File: src/bole_pkg.sv
// Shared types and constants for the bounded ordered list engine.
`timescale 1ns / 1ps

package bole_pkg;

    localparam int VALUE_W  = 32;
    localparam int POS_W    = 8;
    localparam int MODE_W   = 3;
    localparam int STATUS_W = 2;
    localparam int COUNT_W  = 6;

    localparam logic [MODE_W-1:0] MODE_SORTED_INS = 3'd0;
    localparam logic [MODE_W-1:0] MODE_POS_INS    = 3'd1;
    localparam logic [MODE_W-1:0] MODE_VALUE_REM  = 3'd2;
    localparam logic [MODE_W-1:0] MODE_POS_REM    = 3'd3;
    localparam logic [MODE_W-1:0] MODE_LOOKUP     = 3'd4;

    localparam logic [STATUS_W-1:0] ST_OK        = 2'd0;
    localparam logic [STATUS_W-1:0] ST_FULL      = 2'd1;
    localparam logic [STATUS_W-1:0] ST_NOT_FOUND = 2'd2;
    localparam logic [STATUS_W-1:0] ST_BAD_POS   = 2'd3;

    // What each cell tests to decide whether it is the selected slot.
    typedef enum logic [1:0] {
        MATCH_NOT_LESS,
        MATCH_POSITION,
        MATCH_EQUAL
    } match_kind_t;

    // Command broadcast to every cell of the row.
    typedef struct packed {
        match_kind_t               kind;
        logic signed [VALUE_W-1:0] value;
        logic [POS_W-1:0]          pos;
        logic                      ins_en;
        logic                      rem_en;
    } cell_cmd_t;

endpackage

File: src/bole_cell.sv
// One storage cell of the ordered list row with its local compare and shift logic.
`timescale 1ns / 1ps

module bole_cell #(
    parameter int CNT_W = 6,
    parameter int INDEX = 0
) (
    input  logic                               aclk,
    input  bole_pkg::cell_cmd_t                cmd,
    input  logic [CNT_W-1:0]                   count,
    input  logic                               seen_in,
    output logic                               seen_out,
    input  logic signed [bole_pkg::VALUE_W-1:0] left_value,
    input  logic signed [bole_pkg::VALUE_W-1:0] right_value,
    output logic signed [bole_pkg::VALUE_W-1:0] entry_value
);
    import bole_pkg::*;

    localparam logic [CNT_W-1:0] IDX_C = CNT_W'(INDEX);
    localparam logic [POS_W:0]   POS_C = (POS_W + 1)'(INDEX + 1);

    logic signed [VALUE_W-1:0] entry_reg;
    logic signed [VALUE_W-1:0] entry_next;
    logic                      occupied;
    logic                      hit;

    assign occupied = count > IDX_C;

    always_comb begin
        case (cmd.kind)
            MATCH_NOT_LESS: hit = !occupied || !(entry_reg < cmd.value);
            MATCH_POSITION: hit = ({1'b0, cmd.pos} == POS_C);
            MATCH_EQUAL:    hit = occupied && (entry_reg == cmd.value);
            default:        hit = 1'b0;
        endcase
    end

    assign seen_out = seen_in | hit;

    // On insert, cells past the slot take the left neighbor and the slot takes
    // the new value; on removal, the slot and every cell past it take the right one.
    always_comb begin
        entry_next = entry_reg;
        if (cmd.ins_en) begin
            if (seen_in) begin
                entry_next = left_value;
            end else if (hit) begin
                entry_next = cmd.value;
            end
        end else if (cmd.rem_en) begin
            if (seen_out) begin
                entry_next = right_value;
            end
        end
    end

    always_ff @(posedge aclk) begin
        entry_reg <= entry_next;
    end

    assign entry_value = entry_reg;

endmodule

File: src/bounded_ordered_list_engine_core.sv
// Top level of the bounded ordered list engine: command decode, cell row and result register.
// The result of a request is registered and is valid in the cycle after it is accepted.
// One request per cycle while no result is pending or it is taken; the whole cell row compares and shifts at once,
// and the selection flag ripples through the row within that cycle.
// The output register frees up when its result is taken, so a new request may be
// accepted in the same cycle that the previous result leaves.
// Reset (synchronous, active low) empties the list and drops any pending result.
`timescale 1ns / 1ps

module bounded_ordered_list_engine_core #(
    parameter int CAPACITY = 32
) (
    input  logic                                  aclk,
    input  logic                                  aresetn,
    input  logic                                  s_valid,
    output logic                                  s_ready,
    input  logic [bole_pkg::MODE_W-1:0]           s_mode,
    input  logic signed [bole_pkg::VALUE_W-1:0]   s_item_value,
    input  logic [bole_pkg::POS_W-1:0]            s_position,
    output logic                                  m_valid,
    input  logic                                  m_ready,
    output logic [bole_pkg::STATUS_W-1:0]         m_status,
    output logic                                  m_found,
    output logic [bole_pkg::COUNT_W-1:0]          m_element_count
);
    import bole_pkg::*;

    // The count must be able to hold CAPACITY itself.
    localparam int CNT_W = $clog2(CAPACITY + 1);
    localparam logic [CNT_W-1:0] FULL_C = CNT_W'(CAPACITY);

    logic [CNT_W-1:0]    count_reg;
    logic [CNT_W-1:0]    count_next;
    logic                m_valid_reg;
    logic [STATUS_W-1:0] m_status_reg;
    logic                m_found_reg;
    logic [COUNT_W-1:0]  m_element_count_reg;

    logic                accept;
    logic                list_full;
    logic                any_hit;
    logic [POS_W:0]      pos_ext;
    logic [POS_W:0]      count_ext;
    logic                ins_pos_ok;
    logic                rem_pos_ok;
    logic [STATUS_W-1:0] status;
    logic                found;
    cell_cmd_t           cmd;
    match_kind_t         kind;
    logic                ins_ok;
    logic                rem_ok;

    // Selection flags and stored values along the row.
    logic [CAPACITY:0]                seen;
    logic signed [VALUE_W-1:0]        entries [CAPACITY];

    assign s_ready = !m_valid_reg || m_ready;
    assign accept  = s_valid && s_ready;

    assign list_full  = (count_reg == FULL_C);
    assign pos_ext    = {1'b0, s_position};
    assign count_ext  = (POS_W + 1)'(count_reg);
    assign ins_pos_ok = (s_position != '0) && (pos_ext <= count_ext + 1'b1);
    assign rem_pos_ok = (s_position != '0) && (pos_ext <= count_ext);
    assign any_hit    = seen[CAPACITY];

    // Decode the request. The match kind depends on the mode alone, so the
    // cells' hit chain never depends on the enables derived from it.
    always_comb begin
        kind   = MATCH_EQUAL;
        status = ST_OK;
        found  = 1'b0;
        ins_ok = 1'b0;
        rem_ok = 1'b0;
        case (s_mode)
            MODE_SORTED_INS: begin
                kind = MATCH_NOT_LESS;
                if (list_full) begin
                    status = ST_FULL;
                end else begin
                    ins_ok = 1'b1;
                end
            end
            MODE_POS_INS: begin
                kind = MATCH_POSITION;
                if (list_full) begin
                    status = ST_FULL;
                end else if (!ins_pos_ok) begin
                    status = ST_BAD_POS;
                end else begin
                    ins_ok = 1'b1;
                end
            end
            MODE_VALUE_REM: begin
                kind = MATCH_EQUAL;
                if (!any_hit) begin
                    status = ST_NOT_FOUND;
                end else begin
                    rem_ok = 1'b1;
                end
            end
            MODE_POS_REM: begin
                kind = MATCH_POSITION;
                if (!rem_pos_ok) begin
                    status = ST_BAD_POS;
                end else begin
                    rem_ok = 1'b1;
                end
            end
            MODE_LOOKUP: begin
                kind  = MATCH_EQUAL;
                found = any_hit;
            end
            default: begin
                kind = MATCH_EQUAL;
            end
        endcase
    end

    always_comb begin
        cmd.kind   = kind;
        cmd.value  = s_item_value;
        cmd.pos    = s_position;
        cmd.ins_en = accept && ins_ok;
        cmd.rem_en = accept && rem_ok;
    end

    always_comb begin
        count_next = count_reg;
        if (cmd.ins_en) begin
            count_next = count_reg + 1'b1;
        end else if (cmd.rem_en) begin
            count_next = count_reg - 1'b1;
        end
    end

    assign seen[0] = 1'b0;

    // The row of cells: each hands its value to both neighbors and passes the
    // "slot already selected" flag to the right.
    for (genvar i = 0; i < CAPACITY; i++) begin : g_cell
        logic signed [VALUE_W-1:0] left_v;
        logic signed [VALUE_W-1:0] right_v;

        if (i == 0) begin : g_first
            assign left_v = '0;
        end else begin : g_inner_l
            assign left_v = entries[i-1];
        end

        if (i == CAPACITY - 1) begin : g_last
            assign right_v = '0;
        end else begin : g_inner_r
            assign right_v = entries[i+1];
        end

        bole_cell #(
            .CNT_W (CNT_W),
            .INDEX (i)
        ) u_cell (
            .aclk        (aclk),
            .cmd         (cmd),
            .count       (count_reg),
            .seen_in     (seen[i]),
            .seen_out    (seen[i+1]),
            .left_value  (left_v),
            .right_value (right_v),
            .entry_value (entries[i])
        );
    end

    always_ff @(posedge aclk) begin
        if (!aresetn) begin
            count_reg   <= '0;
            m_valid_reg <= 1'b0;
        end else begin
            count_reg <= count_next;
            if (accept) begin
                m_valid_reg <= 1'b1;
            end else if (m_ready) begin
                m_valid_reg <= 1'b0;
            end
        end
    end

    // Result payload; it needs no reset since m_valid qualifies it.
    always_ff @(posedge aclk) begin
        if (accept) begin
            m_status_reg        <= status;
            m_found_reg         <= found;
            m_element_count_reg <= COUNT_W'(count_next);
        end
    end

    assign m_valid         = m_valid_reg;
    assign m_status        = m_status_reg;
    assign m_found         = m_found_reg;
    assign m_element_count = m_element_count_reg;

endmodule
File: config.mk
export PLATFORM = sky130hd
export DESIGN_NAME = bounded_ordered_list_engine_core
export DESIGN_NICKNAME = d
export VERILOG_FILES = /design/src/bole_pkg.sv /design/src/bole_cell.sv /design/src/bounded_ordered_list_engine_core.sv
export SDC_FILE = /design/constraint.sdc
export NUM_CORES = 2
export LEC_CHECK = 0
export BUFFER_PORTS_ARGS = -buffer_cell sky130_fd_sc_hd__buf_2
export CAP_MARGIN = 0
export CORE_ASPECT_RATIO = 1.5
export CORE_MARGIN = 1
export CORE_UTILIZATION = 50
export CTS_CLUSTER_SIZE = 24
export DETAILED_ROUTE_END_ITERATION = 12
export GPL_TIMING_DRIVEN = 0
export PLACE_DENSITY_LB_ADDON = 0.2
export RECOVER_POWER = 100
export SETUP_SLACK_MARGIN = 0.5
export SYNTH_ARGS = -nofsm -noshare
export SYNTH_HDL_FRONTEND = slang
export SYNTH_HIERARCHICAL = 1
export SYNTH_SLANG_ARGS = --single-unit
File: constraint.sdc
create_clock -name aclk -period 55.8 [get_ports aclk]
set_input_delay 11.16 -clock aclk [delete_from_list [all_inputs] [get_ports aclk]]
set_output_delay 11.16 -clock aclk [all_outputs]
set_load 0.1 [all_outputs]
# Word-level counts from Yosys, hierarchy flattened
# Cells that the tools add are included.
# totals
reg_bits,1040
output_inout_bits,11
word_cells,652
# op_classes
addsub,3
order_cmp,66
n_eq_ne,102
mux,209
bitwise_logic,31
reduce_logical,204
# ops
cell,n
$mux W32,159
$eq A32 B32 Y1,32
$lt A32 B32 Y1,32
$eq A8 B5 Y1 const B,16
$gt A6 B5 Y1 const B,16
$pmux W1 S3,32
$ne A3 B1 Y1 const B,31
$reduce_and A3 Y1,31
$reduce_bool A2 Y1,33
$logic_not A1 Y1,65
$eq A8 B4 Y1 const B,8
$gt A6 B4 Y1 const B,8
$logic_and A1 B1 Y1,37
$logic_or A1 B1 Y1,33
$eq A8 B3 Y1 const B,4
$or A1 B1 Y1,31
$gt A6 B3 Y1 const B,4
$eq A8 B2 Y1 const B,2
$gt A6 B1 Y1 const B,2
$gt A6 B2 Y1 const B,2
$mux W6,2
$eq A8 B1 Y1 const B,1
$eq A8 B6 Y1 const B,1
$le A8 B6 Y1,1
20 further kinds,32

# Logic depth before layout (Yosys ltp)
# depth
ltp_word,41
ltp_mapped,175
mapped_depth_nobuf,141

# Hierarchy
# Netlist, hierarchy kept.
# modules_own_cells
module,instances,cells_per_inst,area_each_um2,seq_area_each_um2
bole_cell at g_cell[2].u_cell ...,2,265,2497.4,960.9
bole_cell at g_cell[24].u_cell,1,268,2561.2,960.9
bole_cell at g_cell[20].u_cell,1,274,2549.9,960.9
bole_cell at g_cell[22].u_cell,1,273,2546.2,960.9
bole_cell at g_cell[26].u_cell,1,269,2537.4,960.9
bole_cell at g_cell[25].u_cell,1,270,2534.9,960.9
bole_cell at g_cell[10].u_cell,1,269,2533.7,960.9
bole_cell at g_cell[15].u_cell,1,266,2532.4,960.9
bole_cell at g_cell[29].u_cell,1,269,2529.9,960.9
bole_cell at g_cell[5].u_cell,1,269,2528.7,960.9
bole_cell at g_cell[13].u_cell,1,269,2527.4,960.9
bole_cell at g_cell[28].u_cell,1,266,2526.2,960.9
bole_cell at g_cell[19].u_cell,1,270,2522.4,960.9
bole_cell at g_cell[6].u_cell,1,266,2521.2,960.9
18 more rows,n/a,n/a,n/a,n/a

# Least setup slack after synthesis
# Ideal clock, no wire load.
# synth_timing
path_type,input port to flip-flop
start,input port s_mode[0] (netlist bit)
end,register g_cell[11].u_cell.entry_reg[0] (enable)
arrival_ns,44.408
setup_slack_ns,10.844
path_stages,165
n_path_buf,34
cell_sequence,inv_1 > nor2_1 > nor4_1 > a211o_1 > o31ai_1 > nor2_1 > buf_4 > nor3_1 > nand2_1 > a2111oi_2 > nor2_1 > buf_6 > or4_1 > nand3b_1 > a211oi_2 > nor2_1 > clkbuf_1 > buf_2 > (+129 left out) > clkbuf_1 > nor2_1 > nand3_1 > a2111oi_2 > nor2_1 > clkbuf_1 > nor2_1 > o2111ai_1 > a211oi_1 > a21oi_1 > buf_6 > buf_6 > nor3_1 > a22oi_1 > o2bb2ai_4 > and2_4 > o21bai_1 > a31oi_1
# synth_lines
item,line_no,rtl
"start, declared",bounded_ordered_list_engine_core.sv:17,"input logic [bole_pkg::MODE_W-1:0] s_mode,"
"end signal, assigned",bole_cell.sv:58,entry_reg <= entry_next;
"end, declared",bole_cell.sv:22,logic signed [VALUE_W-1:0] entry_reg;

==> flow_metrics.tcl <==
set metrics [dict create \
    p_per_area_mw_per_mm2 23.2 \
    p_int_mw 1.46 \
    yosysSeqAreaShare_pct 38.0 \
    fin_nets 10087 \
    p_comb_share_pct 17.4 \
    dp.cells 10991 \
    areaGrowthSynthToFinish_pct 9.71 \
    cp_data_required_time_ps 56150 \
    synth-edff-count 1033 \
    cp-end-kind "register" \
    drc_errors 0 \
    top_layer_used "met5" \
    critPathCapture "g_cell[22].u_cell/entry_value[4]" \
    layout-drive-gt1-share_pct 4.78 \
    die_area_sq_mm 0.165 \
    clock_latency_ps 800 \
    yosysTopAreaCell "edfxtp_1" \
    r2r_start "count_reg[2]" \
    crit_slowest_cell "or4_1" \
    cts_hold_buf 0 \
    r2r_end "g_cell[22].u_cell/entry_value[4]" \
    drtPass1Iterations 8 \
    grt_start_max_net_pins 55 \
    grt_first_pass_wirelength_mm 441 \
    die-width_microns 332 \
    post_cts_resized 0 \
    async_reset_ff_share_pct 0 \
    met3_length_mm 20.3 \
    grt_pass1_vias 73237 \
    ant_nets 0 \
    ys.warnings.count 6 \
    r2r_slack_ps 16320 \
    p_leak_nw 44.2 \
    relSlewSlack_pct -95.7 \
    antenna_found_initial 10 \
    clk_pin_slew_ps 70 \
    gr-total-overflow 0 \
    cts_tree "done" \
    gp_congestion 0.913 \
    seqCellArea_sq_mm 0.0312 \
    cts_made_buffers 111 \
    numPortBuffers 56 \
    drv_cap 23 \
    worst_pin_slew_ps 2920 \
    yosysTopAreaCellShare_pct 37.9 \
    synth_area_per_cell_sq_um 9.43 \
    fill_cells 14441 \
    worst_path_most_repeated_cell "nor2_1" \
    cp.depth 172 \
    avgViaCountPerCell 6.34 \
    cts_root_buffer "clkbuf_16" \
    yosys_register_bits 1040 \
    hp-class "register to register" \
    seqPwrFrac_pct 45.2 \
    dp.final_hpwl_mm 221 \
    final_max_slew_viol_count 353 \
    crit_type "primary input to register" \
    die_h_microns 498 \
    hold_violations 0 \
    largest_register_ffs 1024 \
    fin_setup_tns_ps 0 \
    dr_wl_met2_mm 151 \
    h-tree-depth 3 \
    cp_num_buf_inv 39 \
    reg2reg_depth 168 \
    ys.flop_type "edfxtp_1" \
    finalCritPeriodShare_pct 89.7 \
    crit_arrival_ps 50420 \
    critical-path-max-stage-delay_ps 580 \
    wl_per_cell_microns 26.8 \
    cp_top_family "simple AND/OR/NAND/NOR gates" \
    core_sq_mm 0.162 \
    synth_area_leaders "edfxtp_1 38%, ha_1 16%, mux2i_1 13%, a21oi_1 9.1%, nor2_1 5.4%" \
    startpoint "s_item_value[21]" \
    period_needed_ps 50070 \
    cts_setup_buffers 0 \
    status "complete, but fails checks" \
    m1WireLength_mm 99.3 \
    fin_util_pct 55.3 \
    synth_cells 8686 \
    io_pins 58 \
    initial_core_util_pct 50.5 \
    clock-sinks 1040 \
    rows 181 \
    syn_area_sq_mm 0.0819 \
    fmax_mhz 20.0 \
    swShare_pct 29.9 \
    cp-start-kind "primary input" \
    peakVddDrop_mv 0.0237 \
    finalWirelength_mm 300 \
    finalSetupViolCount 0 \
    drt_iter0_markers 5920 \
    cts_max_path_buffers 3 \
    synth.distinct_cells 108 \
    num_vias 71022 \
    clockPowerShare_pct 37.3 \
    rsz0062_at_grt "no" \
    p_switching_mw 0.624 \
    multiInputGateArea_sq_mm 0.0452 \
    finalNonFillerCells 11202 \
    grt_usage_pct 35.3 \
    violations "capacitance limit, slew limit" \
    cp_max_fo 46 \
    fin_worst_skew_ps 50.1 \
]
==> metrics by stage <==
stage / power, mW / cell area [sq um] / hold slack, ps / setup slack (ps)
2_1_floorplan: 1.16 / 82200 / 562 / 10840
3_3_place_gp: 1.29 / 85100 / 500 / -1450
3_5_place_dp: 1.32 / 87200 / 522 / 3340
4_1_cts: 2.09 / 90900 / 532 / 4030
5_1_grt: 2.15 / 89900 / 571 / 3400
6_report: 2.08 / 89900 / 543 / 5730
==> power groups by stage <==
stage          sequential [mW]  combinational (mW)  clock (mW)
4_1_cts                  0.940               0.362       0.786
5_1_grt                  0.944               0.395       0.810
2_1_floorplan            0.937               0.221           0
3_3_place_gp             0.961               0.328           0
6_report                 0.943               0.364       0.778
3_5_place_dp             0.956               0.360           0
==> area by class of cell <==
class	instances	area share, %
Timing Repair Buffer	138	1.81
Multi-Input combinational cell	6271	50.3
Sequential cell	1040	34.7
Antenna cell	5	0.0139
Tap cell	2104	2.93
Clock buffer	139	3.21
Buffer	355	1.67
Inverter	1084	4.53
Clock inverter	66	0.859
==> layout by cell type, fill, tap and decap left out, types with 15 or more instances in the layout <==
cell	count
a211o_1	23
a211oi_1	46
a21o_1	34
a21oi_1	1493
a221oi_1	32
buf_1	35
buf_12	17
buf_16	28
buf_2	43
buf_4	39
bufinv_16	15
clkbuf_1	343
clkbuf_16	111
clkinv_1	22
conb_1	65
edfxtp_1	1033
ha_1	1039
inv_1	1084
mux2i_1	1027
nand2_1	262
nand3_1	91
nand4_1	211
nand4_2	19
nor2_1	1178
nor2b_1	36
nor3_1	61
nor4_1	58
nor4b_1	22
o211ai_1	52
o21a_1	25
o21ai_0	99
o21ai_1	37
o21bai_1	18
or4_4	15
==> worst min-delay path by stage <==
stage	start	end	slack, ps	cells past startpoint
floorplan	g_cell[31].u_cell/entry_value[0]	g_cell[30].u_cell/entry_value[0]	560	2
global placement	m_valid	m_valid	500	2
detailed placement	m_valid	m_valid	520	2
CTS	m_valid	m_valid	530	2
global route	m_valid	m_valid	570	2
finish	m_valid	m_valid	540	2
==> tightest hold or removal path, stage by stage, from the launching register on <==
cell      delay, ps
dfxtp_1         310
nand2b_1        100
a21boi_0         90
==> synthesized netlist by cell type (12+ instances only) <==
library cell	count
o21ai_1	37
nand4_1	211
xnor2_1	12
clkbuf_1	213
and3_1	13
nand3b_1	12
o21bai_1	18
nor3_1	53
o21ai_0	99
nor2_1	1178
or4_4	15
o21a_1	25
a211oi_1	38
a211o_1	23
nor3_2	21
nand2_1	262
nor4b_1	22
inv_1	1084
a221oi_1	31
buf_1	39
o211ai_1	52
and4_1	14
buf_6	14
nor2b_1	36
nand3_1	91
or3_1	12
ha_1	1039
edfxtp_1	1033
a21o_1	35
nand4_2	19
a2111oi_2	13
a211oi_2	16
buf_2	85
mux2i_1	1027
nand2b_1	12
nor4_1	58
a21oi_1	1493
==> per-layer routing <==
| layer | GRT usage (%) | vias up |
|---|---|---|
| met4 | 30.6 | 6 |
| met5 | 0 | - |
| li1 | - | 32061 |
| met1 | 34.9 | 33875 |
| met3 | 6.16 | 1600 |
| met2 | 63.6 | 3480 |
==> kinds of logic (layout without fill, tap and decap cells) <==
kind of cell | after synthesis | count (layout) | share of synthesized area [%]
fa+ha+maj | 1039 | 1039 | 15.9
buf+inv | 1439 | 1782 | 6.89
mux | 1027 | 1027 | 12.5
other cells | 1 | 70 | 0.00458
xor+xnor | 13 | 13 | 0.139
compound gates | 2012 | 2012 | 14.1
simple gates | 2115 | 2115 | 12.4
flops | 1040 | 1040 | 38.0
No activity file was read; power rests on OpenSTA's default activity.
